===== src/hdl/fsat_pkg.sv =====
`timescale 1ns / 1ps
`default_nettype none

package fsat_pkg;

  // Table geometry
  localparam int unsigned CAPACITY = 16;
  localparam int unsigned IDX_W    = (CAPACITY > 1) ? $clog2(CAPACITY) : 1;
  localparam int unsigned USED_W   = $clog2(CAPACITY + 1);

  // Field widths
  localparam int unsigned ADDR_W  = 32;
  localparam int unsigned PORT_W  = 16;
  localparam int unsigned LEN_W   = 16;
  localparam int unsigned PKTS_W  = 32;
  localparam int unsigned BYTES_W = 48;
  localparam int unsigned CNT_W   = PKTS_W + BYTES_W;

  // Commands from the controller to the datapath
  typedef struct packed {
    logic cap_in;       // latch the accepted request
    logic lookup_rd;    // read counters of the matching group
    logic upd_wr;       // write back the bumped counters
    logic append;       // store a new group
    logic append_zero;  // new group goes to entry 0 and the table restarts
    logic flush_clr;    // rewind the flush pointer
    logic flush_rd;     // read counters at the flush pointer
    logic out_load;     // load the output register with the flushed group
    logic flush_inc;    // advance the flush pointer
  } fsat_cmd_t;

  // Status from the datapath to the controller
  typedef struct packed {
    logic hit;
    logic full;
    logic flush_last;
    logic out_free;
  } fsat_sts_t;

endpackage

`default_nettype wire


===== src/hdl/fsat_ctrl.sv =====
`timescale 1ns / 1ps
`default_nettype none

module fsat_ctrl (
  input  logic                clk_i,
  input  logic                rst_ni,
  input  logic                in_valid_i,
  output logic                in_ready_o,
  input  fsat_pkg::fsat_sts_t sts_i,
  output fsat_pkg::fsat_cmd_t cmd_o
);
  import fsat_pkg::*;

  typedef enum logic [4:0] {
    S_IDLE     = 5'b00001,
    S_LOOK     = 5'b00010,
    S_UPD      = 5'b00100,
    S_FLUSH_RD = 5'b01000,
    S_FLUSH_LD = 5'b10000
  } state_e;

  state_e state_q, state_d;

  // Sequence lookup, update, append and flush
  always_comb begin
    state_d    = state_q;
    cmd_o      = '0;
    in_ready_o = 1'b0;
    unique case (state_q)
      S_IDLE: begin
        in_ready_o = 1'b1;
        if (in_valid_i) begin
          cmd_o.cap_in = 1'b1;
          state_d      = S_LOOK;
        end
      end
      S_LOOK: begin
        if (sts_i.hit) begin
          cmd_o.lookup_rd = 1'b1;
          state_d         = S_UPD;
        end else if (!sts_i.full) begin
          cmd_o.append = 1'b1;
          state_d      = S_IDLE;
        end else begin
          cmd_o.flush_clr = 1'b1;
          state_d         = S_FLUSH_RD;
        end
      end
      S_UPD: begin
        cmd_o.upd_wr = 1'b1;
        state_d      = S_IDLE;
      end
      S_FLUSH_RD: begin
        cmd_o.flush_rd = 1'b1;
        state_d        = S_FLUSH_LD;
      end
      S_FLUSH_LD: begin
        if (sts_i.out_free) begin
          cmd_o.out_load = 1'b1;
          if (sts_i.flush_last) begin
            cmd_o.append      = 1'b1;
            cmd_o.append_zero = 1'b1;
            state_d           = S_IDLE;
          end else begin
            cmd_o.flush_inc = 1'b1;
            state_d         = S_FLUSH_RD;
          end
        end
      end
      default: state_d = S_IDLE;
    endcase
  end

  // State register
  always_ff @(posedge clk_i or negedge rst_ni) begin
    if (!rst_ni) begin
      state_q <= S_IDLE;
    end else begin
      state_q <= state_d;
    end
  end

endmodule

`default_nettype wire


===== src/hdl/fsat_dp.sv =====
`timescale 1ns / 1ps
`default_nettype none

module fsat_dp (
  input  logic                                clk_i,
  input  logic                                rst_ni,
  input  fsat_pkg::fsat_cmd_t                 cmd_i,
  output fsat_pkg::fsat_sts_t                 sts_o,
  input  logic [fsat_pkg::ADDR_W-1:0]         src_addr_i,
  input  logic [fsat_pkg::ADDR_W-1:0]         dst_addr_i,
  input  logic [fsat_pkg::PORT_W-1:0]         dst_port_i,
  input  logic [fsat_pkg::LEN_W-1:0]          pkt_len_i,
  input  logic                                out_ready_i,
  output logic                                out_valid_o,
  output logic [fsat_pkg::ADDR_W-1:0]         rec_src_addr_o,
  output logic [fsat_pkg::ADDR_W-1:0]         rec_dst_addr_o,
  output logic [fsat_pkg::PORT_W-1:0]         rec_dst_port_o,
  output logic [fsat_pkg::PKTS_W-1:0]         rec_pkt_count_o,
  output logic [fsat_pkg::BYTES_W-1:0]        rec_byte_count_o,
  output logic                                rec_last_o
);
  import fsat_pkg::*;

  // Latched request
  logic [ADDR_W-1:0] src_in_q, dst_in_q;
  logic [PORT_W-1:0] port_in_q;
  logic [LEN_W-1:0]  len_in_q;

  // Key lanes, one per group
  logic [ADDR_W-1:0] key_src_q  [CAPACITY];
  logic [ADDR_W-1:0] key_dst_q  [CAPACITY];
  logic [PORT_W-1:0] key_port_q [CAPACITY];

  // Counter memory: {packets, bytes}
  logic [CNT_W-1:0]  cnt_mem [CAPACITY];
  logic [CNT_W-1:0]  rd_q;

  logic [USED_W-1:0] used_q;
  logic [IDX_W-1:0]  hit_idx_q, flush_idx_q;
  logic              out_valid_q;

  logic [CAPACITY-1:0] lane_hit;
  logic                hit;
  logic [IDX_W-1:0]    hit_idx;

  logic              rd_en, wr_en;
  logic [IDX_W-1:0]  rd_addr, wr_addr, app_addr;
  logic [CNT_W-1:0]  wr_data;

  logic [PKTS_W:0]   pkts_sum;
  logic [BYTES_W:0]  bytes_sum;
  logic [PKTS_W-1:0] pkts_new;
  logic [BYTES_W-1:0] bytes_new;

  // Compare the key against every valid lane
  always_comb begin
    for (int i = 0; i < CAPACITY; i++) begin
      lane_hit[i] = (USED_W'(i) < used_q) && (key_src_q[i] == src_in_q) &&
                    (key_dst_q[i] == dst_in_q) && (key_port_q[i] == port_in_q);
    end
  end

  // Pick the lowest matching lane
  always_comb begin
    hit     = 1'b0;
    hit_idx = '0;
    for (int i = CAPACITY - 1; i >= 0; i--) begin
      if (lane_hit[i]) begin
        hit     = 1'b1;
        hit_idx = IDX_W'(i);
      end
    end
  end

  assign sts_o.hit        = hit;
  assign sts_o.full       = (used_q == USED_W'(CAPACITY));
  assign sts_o.flush_last = (flush_idx_q == IDX_W'(CAPACITY - 1));
  assign sts_o.out_free   = !out_valid_q || out_ready_i;

  // Saturating counter update
  assign pkts_sum  = {1'b0, rd_q[CNT_W-1:BYTES_W]} + (PKTS_W + 1)'(1);
  assign bytes_sum = {1'b0, rd_q[BYTES_W-1:0]} + (BYTES_W + 1)'(len_in_q);
  assign pkts_new  = pkts_sum[PKTS_W]   ? '1 : pkts_sum[PKTS_W-1:0];
  assign bytes_new = bytes_sum[BYTES_W] ? '1 : bytes_sum[BYTES_W-1:0];

  // Memory port selection
  assign app_addr = cmd_i.append_zero ? '0 : used_q[IDX_W-1:0];
  assign rd_en    = cmd_i.lookup_rd | cmd_i.flush_rd;
  assign rd_addr  = cmd_i.flush_rd ? flush_idx_q : hit_idx;
  assign wr_en    = cmd_i.upd_wr | cmd_i.append;
  assign wr_addr  = cmd_i.upd_wr ? hit_idx_q : app_addr;
  assign wr_data  = cmd_i.upd_wr ? {pkts_new, bytes_new}
                                 : {PKTS_W'(1), BYTES_W'(len_in_q)};

  always_ff @(posedge clk_i) begin
    if (wr_en) begin
      cnt_mem[wr_addr] <= wr_data;
    end
    if (rd_en) begin
      rd_q <= cnt_mem[rd_addr];
    end
  end

  // Capture the request, store keys, hold the hit lane
  always_ff @(posedge clk_i) begin
    if (cmd_i.cap_in) begin
      src_in_q  <= src_addr_i;
      dst_in_q  <= dst_addr_i;
      port_in_q <= dst_port_i;
      len_in_q  <= pkt_len_i;
    end
    if (cmd_i.append) begin
      key_src_q[app_addr]  <= src_in_q;
      key_dst_q[app_addr]  <= dst_in_q;
      key_port_q[app_addr] <= port_in_q;
    end
    if (cmd_i.lookup_rd) begin
      hit_idx_q <= hit_idx;
    end
  end

  // Output record register
  always_ff @(posedge clk_i) begin
    if (cmd_i.out_load) begin
      rec_src_addr_o   <= key_src_q[flush_idx_q];
      rec_dst_addr_o   <= key_dst_q[flush_idx_q];
      rec_dst_port_o   <= key_port_q[flush_idx_q];
      rec_pkt_count_o  <= rd_q[CNT_W-1:BYTES_W];
      rec_byte_count_o <= rd_q[BYTES_W-1:0];
      rec_last_o       <= sts_o.flush_last;
    end
  end

  // Group count, flush pointer and output valid
  always_ff @(posedge clk_i or negedge rst_ni) begin
    if (!rst_ni) begin
      used_q      <= '0;
      flush_idx_q <= '0;
      out_valid_q <= 1'b0;
    end else begin
      if (cmd_i.append) begin
        used_q <= cmd_i.append_zero ? USED_W'(1) : used_q + USED_W'(1);
      end
      if (cmd_i.flush_clr) begin
        flush_idx_q <= '0;
      end else if (cmd_i.flush_inc) begin
        flush_idx_q <= flush_idx_q + IDX_W'(1);
      end
      if (cmd_i.out_load) begin
        out_valid_q <= 1'b1;
      end else if (out_ready_i) begin
        out_valid_q <= 1'b0;
      end
    end
  end

  assign out_valid_o = out_valid_q;

  a_used_bound: assert property (@(posedge clk_i) disable iff (!rst_ni)
    used_q <= USED_W'(CAPACITY))
    else $error("group count beyond capacity");

  a_append_room: assert property (@(posedge clk_i) disable iff (!rst_ni)
    cmd_i.append && !cmd_i.append_zero |-> used_q < USED_W'(CAPACITY))
    else $error("append into a full table");

  a_load_free: assert property (@(posedge clk_i) disable iff (!rst_ni)
    cmd_i.out_load |-> (!out_valid_q || out_ready_i))
    else $error("output record overwritten before taken");

  a_upd_after_read: assert property (@(posedge clk_i) disable iff (!rst_ni)
    cmd_i.upd_wr |-> $past(cmd_i.lookup_rd))
    else $error("counter write-back without a lookup read");

endmodule

`default_nettype wire


===== src/hdl/flow_stats_aggregation_table.sv =====
// Flow statistics aggregation table.
// Input channel (in_valid_i/in_ready_o) takes one packet request: source
// address, destination address, destination port and length. The key is
// compared against all stored groups in parallel. A hit bumps the group's
// packet and byte counters (both saturate). A miss appends a new group; a
// miss on a full table first flushes every group, in insertion order, on the
// output channel (out_valid_o/out_ready_i), rec_last_o marking the final one,
// and then starts the table over with the new group.
// Steps: a hit is accepted, compared with its counters read, and written
// back; a miss that appends is accepted, then compared and stored. The
// registered read of the counter memory adds the write-back step. A flush
// reads each record's counters, then loads it into the output register; the
// input stays not ready meanwhile and until each request is finished.
// The output record sits in a register: the last flushed record may still
// wait there while the next request is accepted. A stalled receiver holds
// the flush at the current record.
// Reset empties the table and the output register; no clearing pass is run.
`timescale 1ns / 1ps
`default_nettype none

module flow_stats_aggregation_table (
  input  logic                           clk_i,
  input  logic                           rst_ni,
  input  logic                           in_valid_i,
  output logic                           in_ready_o,
  input  logic [fsat_pkg::ADDR_W-1:0]    src_addr_i,
  input  logic [fsat_pkg::ADDR_W-1:0]    dst_addr_i,
  input  logic [fsat_pkg::PORT_W-1:0]    dst_port_i,
  input  logic [fsat_pkg::LEN_W-1:0]     pkt_len_i,
  output logic                           out_valid_o,
  input  logic                           out_ready_i,
  output logic [fsat_pkg::ADDR_W-1:0]    rec_src_addr_o,
  output logic [fsat_pkg::ADDR_W-1:0]    rec_dst_addr_o,
  output logic [fsat_pkg::PORT_W-1:0]    rec_dst_port_o,
  output logic [fsat_pkg::PKTS_W-1:0]    rec_pkt_count_o,
  output logic [fsat_pkg::BYTES_W-1:0]   rec_byte_count_o,
  output logic                           rec_last_o
);
  import fsat_pkg::*;

  fsat_cmd_t cmd;
  fsat_sts_t sts;

  // Controller
  fsat_ctrl u_ctrl (
    .clk_i      (clk_i),
    .rst_ni     (rst_ni),
    .in_valid_i (in_valid_i),
    .in_ready_o (in_ready_o),
    .sts_i      (sts),
    .cmd_o      (cmd)
  );

  // Datapath
  fsat_dp u_dp (
    .clk_i            (clk_i),
    .rst_ni           (rst_ni),
    .cmd_i            (cmd),
    .sts_o            (sts),
    .src_addr_i       (src_addr_i),
    .dst_addr_i       (dst_addr_i),
    .dst_port_i       (dst_port_i),
    .pkt_len_i        (pkt_len_i),
    .out_ready_i      (out_ready_i),
    .out_valid_o      (out_valid_o),
    .rec_src_addr_o   (rec_src_addr_o),
    .rec_dst_addr_o   (rec_dst_addr_o),
    .rec_dst_port_o   (rec_dst_port_o),
    .rec_pkt_count_o  (rec_pkt_count_o),
    .rec_byte_count_o (rec_byte_count_o),
    .rec_last_o       (rec_last_o)
  );

endmodule

`default_nettype wire

===== config.mk =====
export PLATFORM = sky130hd
export DESIGN_NAME = flow_stats_aggregation_table
export DESIGN_NICKNAME = d
export VERILOG_FILES = /design/src/hdl/fsat_pkg.sv /design/src/hdl/fsat_ctrl.sv /design/src/hdl/fsat_dp.sv /design/src/hdl/flow_stats_aggregation_table.sv
export SDC_FILE = /design/constraint.sdc
export NUM_CORES = 2
export LEC_CHECK = 0
export BUFFER_PORTS_ARGS = -buffer_cell sky130_fd_sc_hd__buf_2
export CAP_MARGIN = 25
export CORE_MARGIN = 2
export CORE_UTILIZATION = 59
export CTS_BUF_LIST = sky130_fd_sc_hd__clkbuf_4
export CTS_CLUSTER_SIZE = 14
export DETAILED_ROUTE_END_ITERATION = 7
export PLACE_DENSITY = 0.79
export SYNTH_ARGS = -nofsm -noshare
export SYNTH_HDL_FRONTEND = slang
export SYNTH_SLANG_ARGS = --single-unit

===== constraint.sdc =====
create_clock -name clk_i -period 13.8 [get_ports clk_i]
set_input_delay 0.69 -clock clk_i [delete_from_list [all_inputs] [get_ports clk_i]]
set_output_delay 0.69 -clock clk_i [all_outputs]
set_load 0.1 [all_outputs]

==> results of run 1 <==
## Yosys cell counts (all sizes together), types with 16 or more instances
cell	instances	area share (%)
a2bb2oi	28	0.18
o221ai	163	1.1
a21oi	259	0.96
nor2b	153	0.71
a2111oi	19	0.12
nor3	85	0.33
nor4	286	1.3
nand4	350	1.6
and4	23	0.15
buf	304	1.1
and4b	18	0.13
nor3b	16	0.089
edfxtp	2901	65
nand2b	128	0.59
a32oi	68	0.44
ha	20	0.19
o2111a	56	0.47
and3	32	0.15
o211ai	19	0.11
or3	17	0.079
or2	35	0.16
nand2	740	2.1
inv	88	0.24
mux2i	406	3.0
xor2	546	3.5
xnor2	642	4.2
and2	17	0.079
nor4b	48	0.36
clkbuf	231	0.64
mux4	426	7.1
nand3	235	0.87
mux2	20	0.17
or4	30	0.17
a211oi	24	0.13
nor2	164	0.46
a31oi	53	0.25
nand4b	19	0.12
o21ai	168	0.62
## stage by stage
| stage | utilization (%) | worst slack, ps | std cells | hold WS (ps) | area (um^2) |
|---|---|---|---|---|---|
| 2_1_floorplan | - | 614 | 9015 | 394 | 135000 |
| 3_3_place_gp | 61.6 | 6230 | 12027 | 469 | 140000 |
| 3_5_place_dp | 61.7 | 6040 | 12044 | 480 | 140000 |
| 4_1_cts | 66.6 | 5800 | 13498 | 11.0 | 151000 |
## cells by family after synthesis
logic type / synth area share [%]
buf+inv: 2.00
compound gates: 5.09
mux: 10.3
simple gates: 9.81
flops: 64.9
xor+xnor: 7.72
fa+ha+maj: 0.200
## routing by layer
metal | overflow | track usage (%)
met1 | 8 | 71.4
met2 | 9 | 86.5
met4 | 16 | 70.3
met3 | 14 | 55.4
met5 | 1 | 31.5
==> impl_results.md, run 1 <==
* Synthesized instance count at 9,015
* Syn Std Cell Area at 135,000 um^2
* Async S/R FF share, synth at 0.514%
* IO buf count at 262
* Remaining global-route overflow at 48
* Synth unique cells at 86
* All-Layer GR Usage at 70.9%
* Setup Buffers After CTS at 0
* Avg Cell Area, Syn at 15.0 um^2
* Htree depth at 6
* DIE HEIGHT at 482 um
* Largest net degree at the start of global routing at 165
* Yosys warnings at 0
* GP Congestion at 1.14
* Post_cts resized at 0
* Die X at 482 um
* Num CTS Buffers at 746
* Ports at 263
* Post-synth EDFFs at 2,901
* Status: did not finish
* Clock net sink count at 2,916
* Starting density of the core at 59.3%
* Failing step: global routing
* Syn_nets at 9,136
* Sequential fraction of the synthesis area at 64.9%
* Placement Rows at 175
* Hpwl dp at 447,000 um
* Clk Tree Root Cell: clkbuf_4
* Flops & latches, synth at 2,916
* Cts hold-fix bufs at 188
* Antenna violations before repair at 168
* Ys flop type: edfxtp_1
* Max clock buf depth at 4
* Error: [ERROR GRT-0232] Routing congestion too high. Check the congestion heatmap in the GUI.
==> run 2: changes to the inputs <==
--- a/config.mk
+++ b/config.mk
@@ -8,11 +8,9 @@
 export BUFFER_PORTS_ARGS = -buffer_cell sky130_fd_sc_hd__buf_2
 export CAP_MARGIN = 25
 export CORE_MARGIN = 2
-export CORE_UTILIZATION = 59
-export CTS_BUF_LIST = sky130_fd_sc_hd__clkbuf_4
-export CTS_CLUSTER_SIZE = 14
+export CORE_UTILIZATION = 40
 export DETAILED_ROUTE_END_ITERATION = 7
-export PLACE_DENSITY = 0.79
+export PLACE_DENSITY_LB_ADDON = 0.15
 export SYNTH_ARGS = -nofsm -noshare
 export SYNTH_HDL_FRONTEND = slang
 export SYNTH_SLANG_ARGS = --single-unit
==> constraint.sdc (replaced) <==
create_clock -name clk_i -period 17.9 [get_ports clk_i]
set_input_delay 0.895 -clock clk_i [delete_from_list [all_inputs] [get_ports clk_i]]
set_output_delay 0.895 -clock clk_i [all_outputs]
set_load 0.1 [all_outputs]
==> run 2 against run 1 <==
The flow now finishes without violations. Synthesized area stayed put. Synthesized cell count unchanged.
==> impl_results.md, run 2 <==
* Clock-pin slew on the worst setup and hold paths at 60 ps
* Area contributors post-synth: edfxtp_1, mux4_2, xnor2_1
* Worst path slowest cell: a2111oi_0
* Nets at 9,591
* Status: complete, no violations
* Antenna violations before repair at 122
* WP buf/inv at 5
* Wire per inst at 47.3 um
* Sequential fraction of the synthesis area at 64.9%
* Hold Fails Final Rpt at 0
* Async S/R FF share, synth at 0.514%
* Worst-path cell chain: buf_4, buf_4, inv_1, a2111oi_0, nand4_1, nor4_1, nand4_1, nand4_1, o2111ai_1, and2_4, nor3_4, buf_4, buf_4, a32oi_1, o2111a_1
* Final min period at 8850 ps
* Critical Path Max Stage Delay at 1170 ps
* Worst vdd rail ir drop at 76.9 uV
* Number of DRC markers in iteration 0 at 16,802
* Later-pin clock latency in the skew report at 980 ps
* Area Growth Syn to Fin at 14.4%
* Hpwl dp at 487,000 um
* Starting density of the core at 40.1%
* Setup CP Type: reg2reg
* Most numerous cell in the Yosys netlist: edfxtp_1
* Clock net sink count at 2,916
* P_leak at 50.4 nW
* Total Die Area at 342,000 um^2
* Cts hold-fix bufs at 1
* Largest net degree at the start of global routing at 105
* ANT nets after route at 0
* Worst-path fanout max at 33
* Ys flop type: edfxtp_1
* Synth area leader: edfxtp_1
* Vias in the first global route at 86,172
* All-Layer GR Usage at 38.9%
* Num CTS Buffers at 331
* Syn Std Cell Area at 135,000 um^2
* Worst EP required at 18,590 ps
* Commonest non-fill, non-tap cell in the layout: edfxtp_1
* CTS tree: built
* Max Cap Viol at 0
* TNS Setup at 0 ps
* Rel. slew slack at 10.3%
* Area after DPL at 143,000 um^2
* Clock Skew at 66.0 ps
* Yosys top cell area share at 64.6%
* Fin crit share at 49.5%
* WHS at 91.3 ps
* Max reg flops at 1,280
* Via count at 95,446
* Final setup fails at 0
* Fraction of layout cells with a size suffix above 1 at 17.6%
* Remaining global-route overflow at 0
* Clk Tree Root Cell: clkbuf_16
* Post-synth EDFFs at 2,901
* Commonest cells post-synth: edfxtp_1, nand2_1, xnor2_1
* RSZ-0062 raised after global routing: false
* P per Cell Area at 115 nW/um^2
* Synth unique cells at 86
* Vias/cell at 6.65
* Ports at 263
* CP Data Arrival Time at 9540 ps
* Syn_nets at 9,136
* Finished Cell Area at 154,000 um^2
* DIE HEIGHT at 585 um
* Most frequent cells in the layout: edfxtp_1, nand2_1, xnor2_1
* Max clock buf depth at 4
* Setup Buffers After CTS at 0
* First-pass GRT wire length at 873,000 um
* Worst-margin pin slew at 1330 ps
* Die X at 585 um
* Post_cts resized at 0
* Hold Crit Class: in2reg
* DR pass1 iterations at 6
* Flops & latches, synth at 2,916
* DRC violations left at 0
* Slew Viols, Final at 0
* Largest registers: u_dp.cnt_mem: 1280 flops, u_dp.key_dst_q: 512 flops, u_dp.key_src_q: 512 flops
* Fin util at 45.9%
* Detailed Route WL at 679,000 um
* CP Capture Type: flop
* CP Launch Type: flop
* Synthesized instance count at 9,015
* Placement Rows at 213
* GP Congestion at 1.05
* Cell mode on critical path: buf_4
* Core Area at 336,000 um^2
* Yosys warnings at 0
* Htree depth at 5
* Top delay family on crit path: simple AND/OR/NAND/NOR gates
* IO buf count at 262
* Avg Cell Area, Syn at 15.0 um^2
* F_max at 0.113 GHz
* Largest Register: u_dp.cnt_mem
-- run 2: cell counts after synthesis --
Identical to the previous run, type by type.
-- run 2: final cells by class --
class / count / area (um^2)
Fill cell: 29533 / 182000
Sequential cell: 2916 / 87500
Multi-Input combinational cell: 5476 / 45200
Clock buffer: 399 / 8620
Tap cell: 4515 / 5650
Timing Repair Buffer: 657 / 4530
Clock inverter: 207 / 2110
Inverter: 88 / 330
Antenna cell: 94 / 235
-- run 2: path summary, 6_finish.rpt --
check                                  startpoint                  endpoint  slack, ps  cells past startpoint
worst max-delay path            u_dp.src_in_q[13]             u_dp.rd_q[25]       9050                     15
worst min-delay path               dst_addr_i[24]         u_dp.dst_in_q[24]         90                      1
worst max register to register  u_dp.src_in_q[13]             u_dp.rd_q[25]       9050                     15
worst min register to register       u_dp.rd_q[6]  u_dp.rec_byte_count_o[6]        520                      0
max in group asynchronous                  rst_ni       u_dp.flush_idx_q[3]      17020                      2
min in group asynchronous                  rst_ni         u_ctrl.state_q[3]        500                      2
-- run 2: worst reg2reg max path, cell delays in order (launching register included) --
cell and delay, ps:
edfxtp_1 350, buf_4 240, buf_4 530, inv_1 390
a2111oi_0 1170, nand4_1 610, nor4_1 960, nand4_1 440
nand4_1 240, o2111ai_1 500, and2_4 650, nor3_4 770
buf_4 600, buf_4 660, a32oi_1 310, o2111a_1 170
-- run 2: cell families (layout without fill, tap and decap cells) --
group                    count (synthesis)  in the layout  share of synthesized area, %
buffers and inverters                  623           1351                          2.00
flip-flops                            2916           2916                          64.9
XOR/XNOR                              1188           1188                          7.72
other                                    0             94                             0
multiplexers                           852            852                          10.3
adder cells (fa/ha/maj)                 21             21                         0.200
AO/OA/AOI/OAI                          974            974                          5.09
AND/OR/NAND/NOR                       2441           2441                          9.81
-- run 2: layer usage --
| layer | track usage, % | vias up | part of all wire [%] |
|---|---|---|---|
| li1 | - | 36488 | - |
| met1 | 56.9 | 50812 | 42 |
| met2 | 52.9 | 7053 | 40 |
| met3 | 13.1 | 1025 | 13 |
| met4 | 15.2 | 68 | 4.4 |
| met5 | 0 | - | 0.11 |
-- run 2: power by group --
part           internal, mW  switching, mW
combinational         0.593           2.22
sequential             7.80          0.120
clock                  3.96           2.97
-- run 2: stage by stage --
stage	total power, mW	instances	worst slack [ps]
global route	17.9	14305	9370
floorplan	9.16	9015	4710
CTS	17.5	14220	9510
finish	17.7	14352	9050
detailed placement	10.7	13613	9540
global placement	10.7	13574	8990
Note: power is estimated with default switching activity, not from simulation.
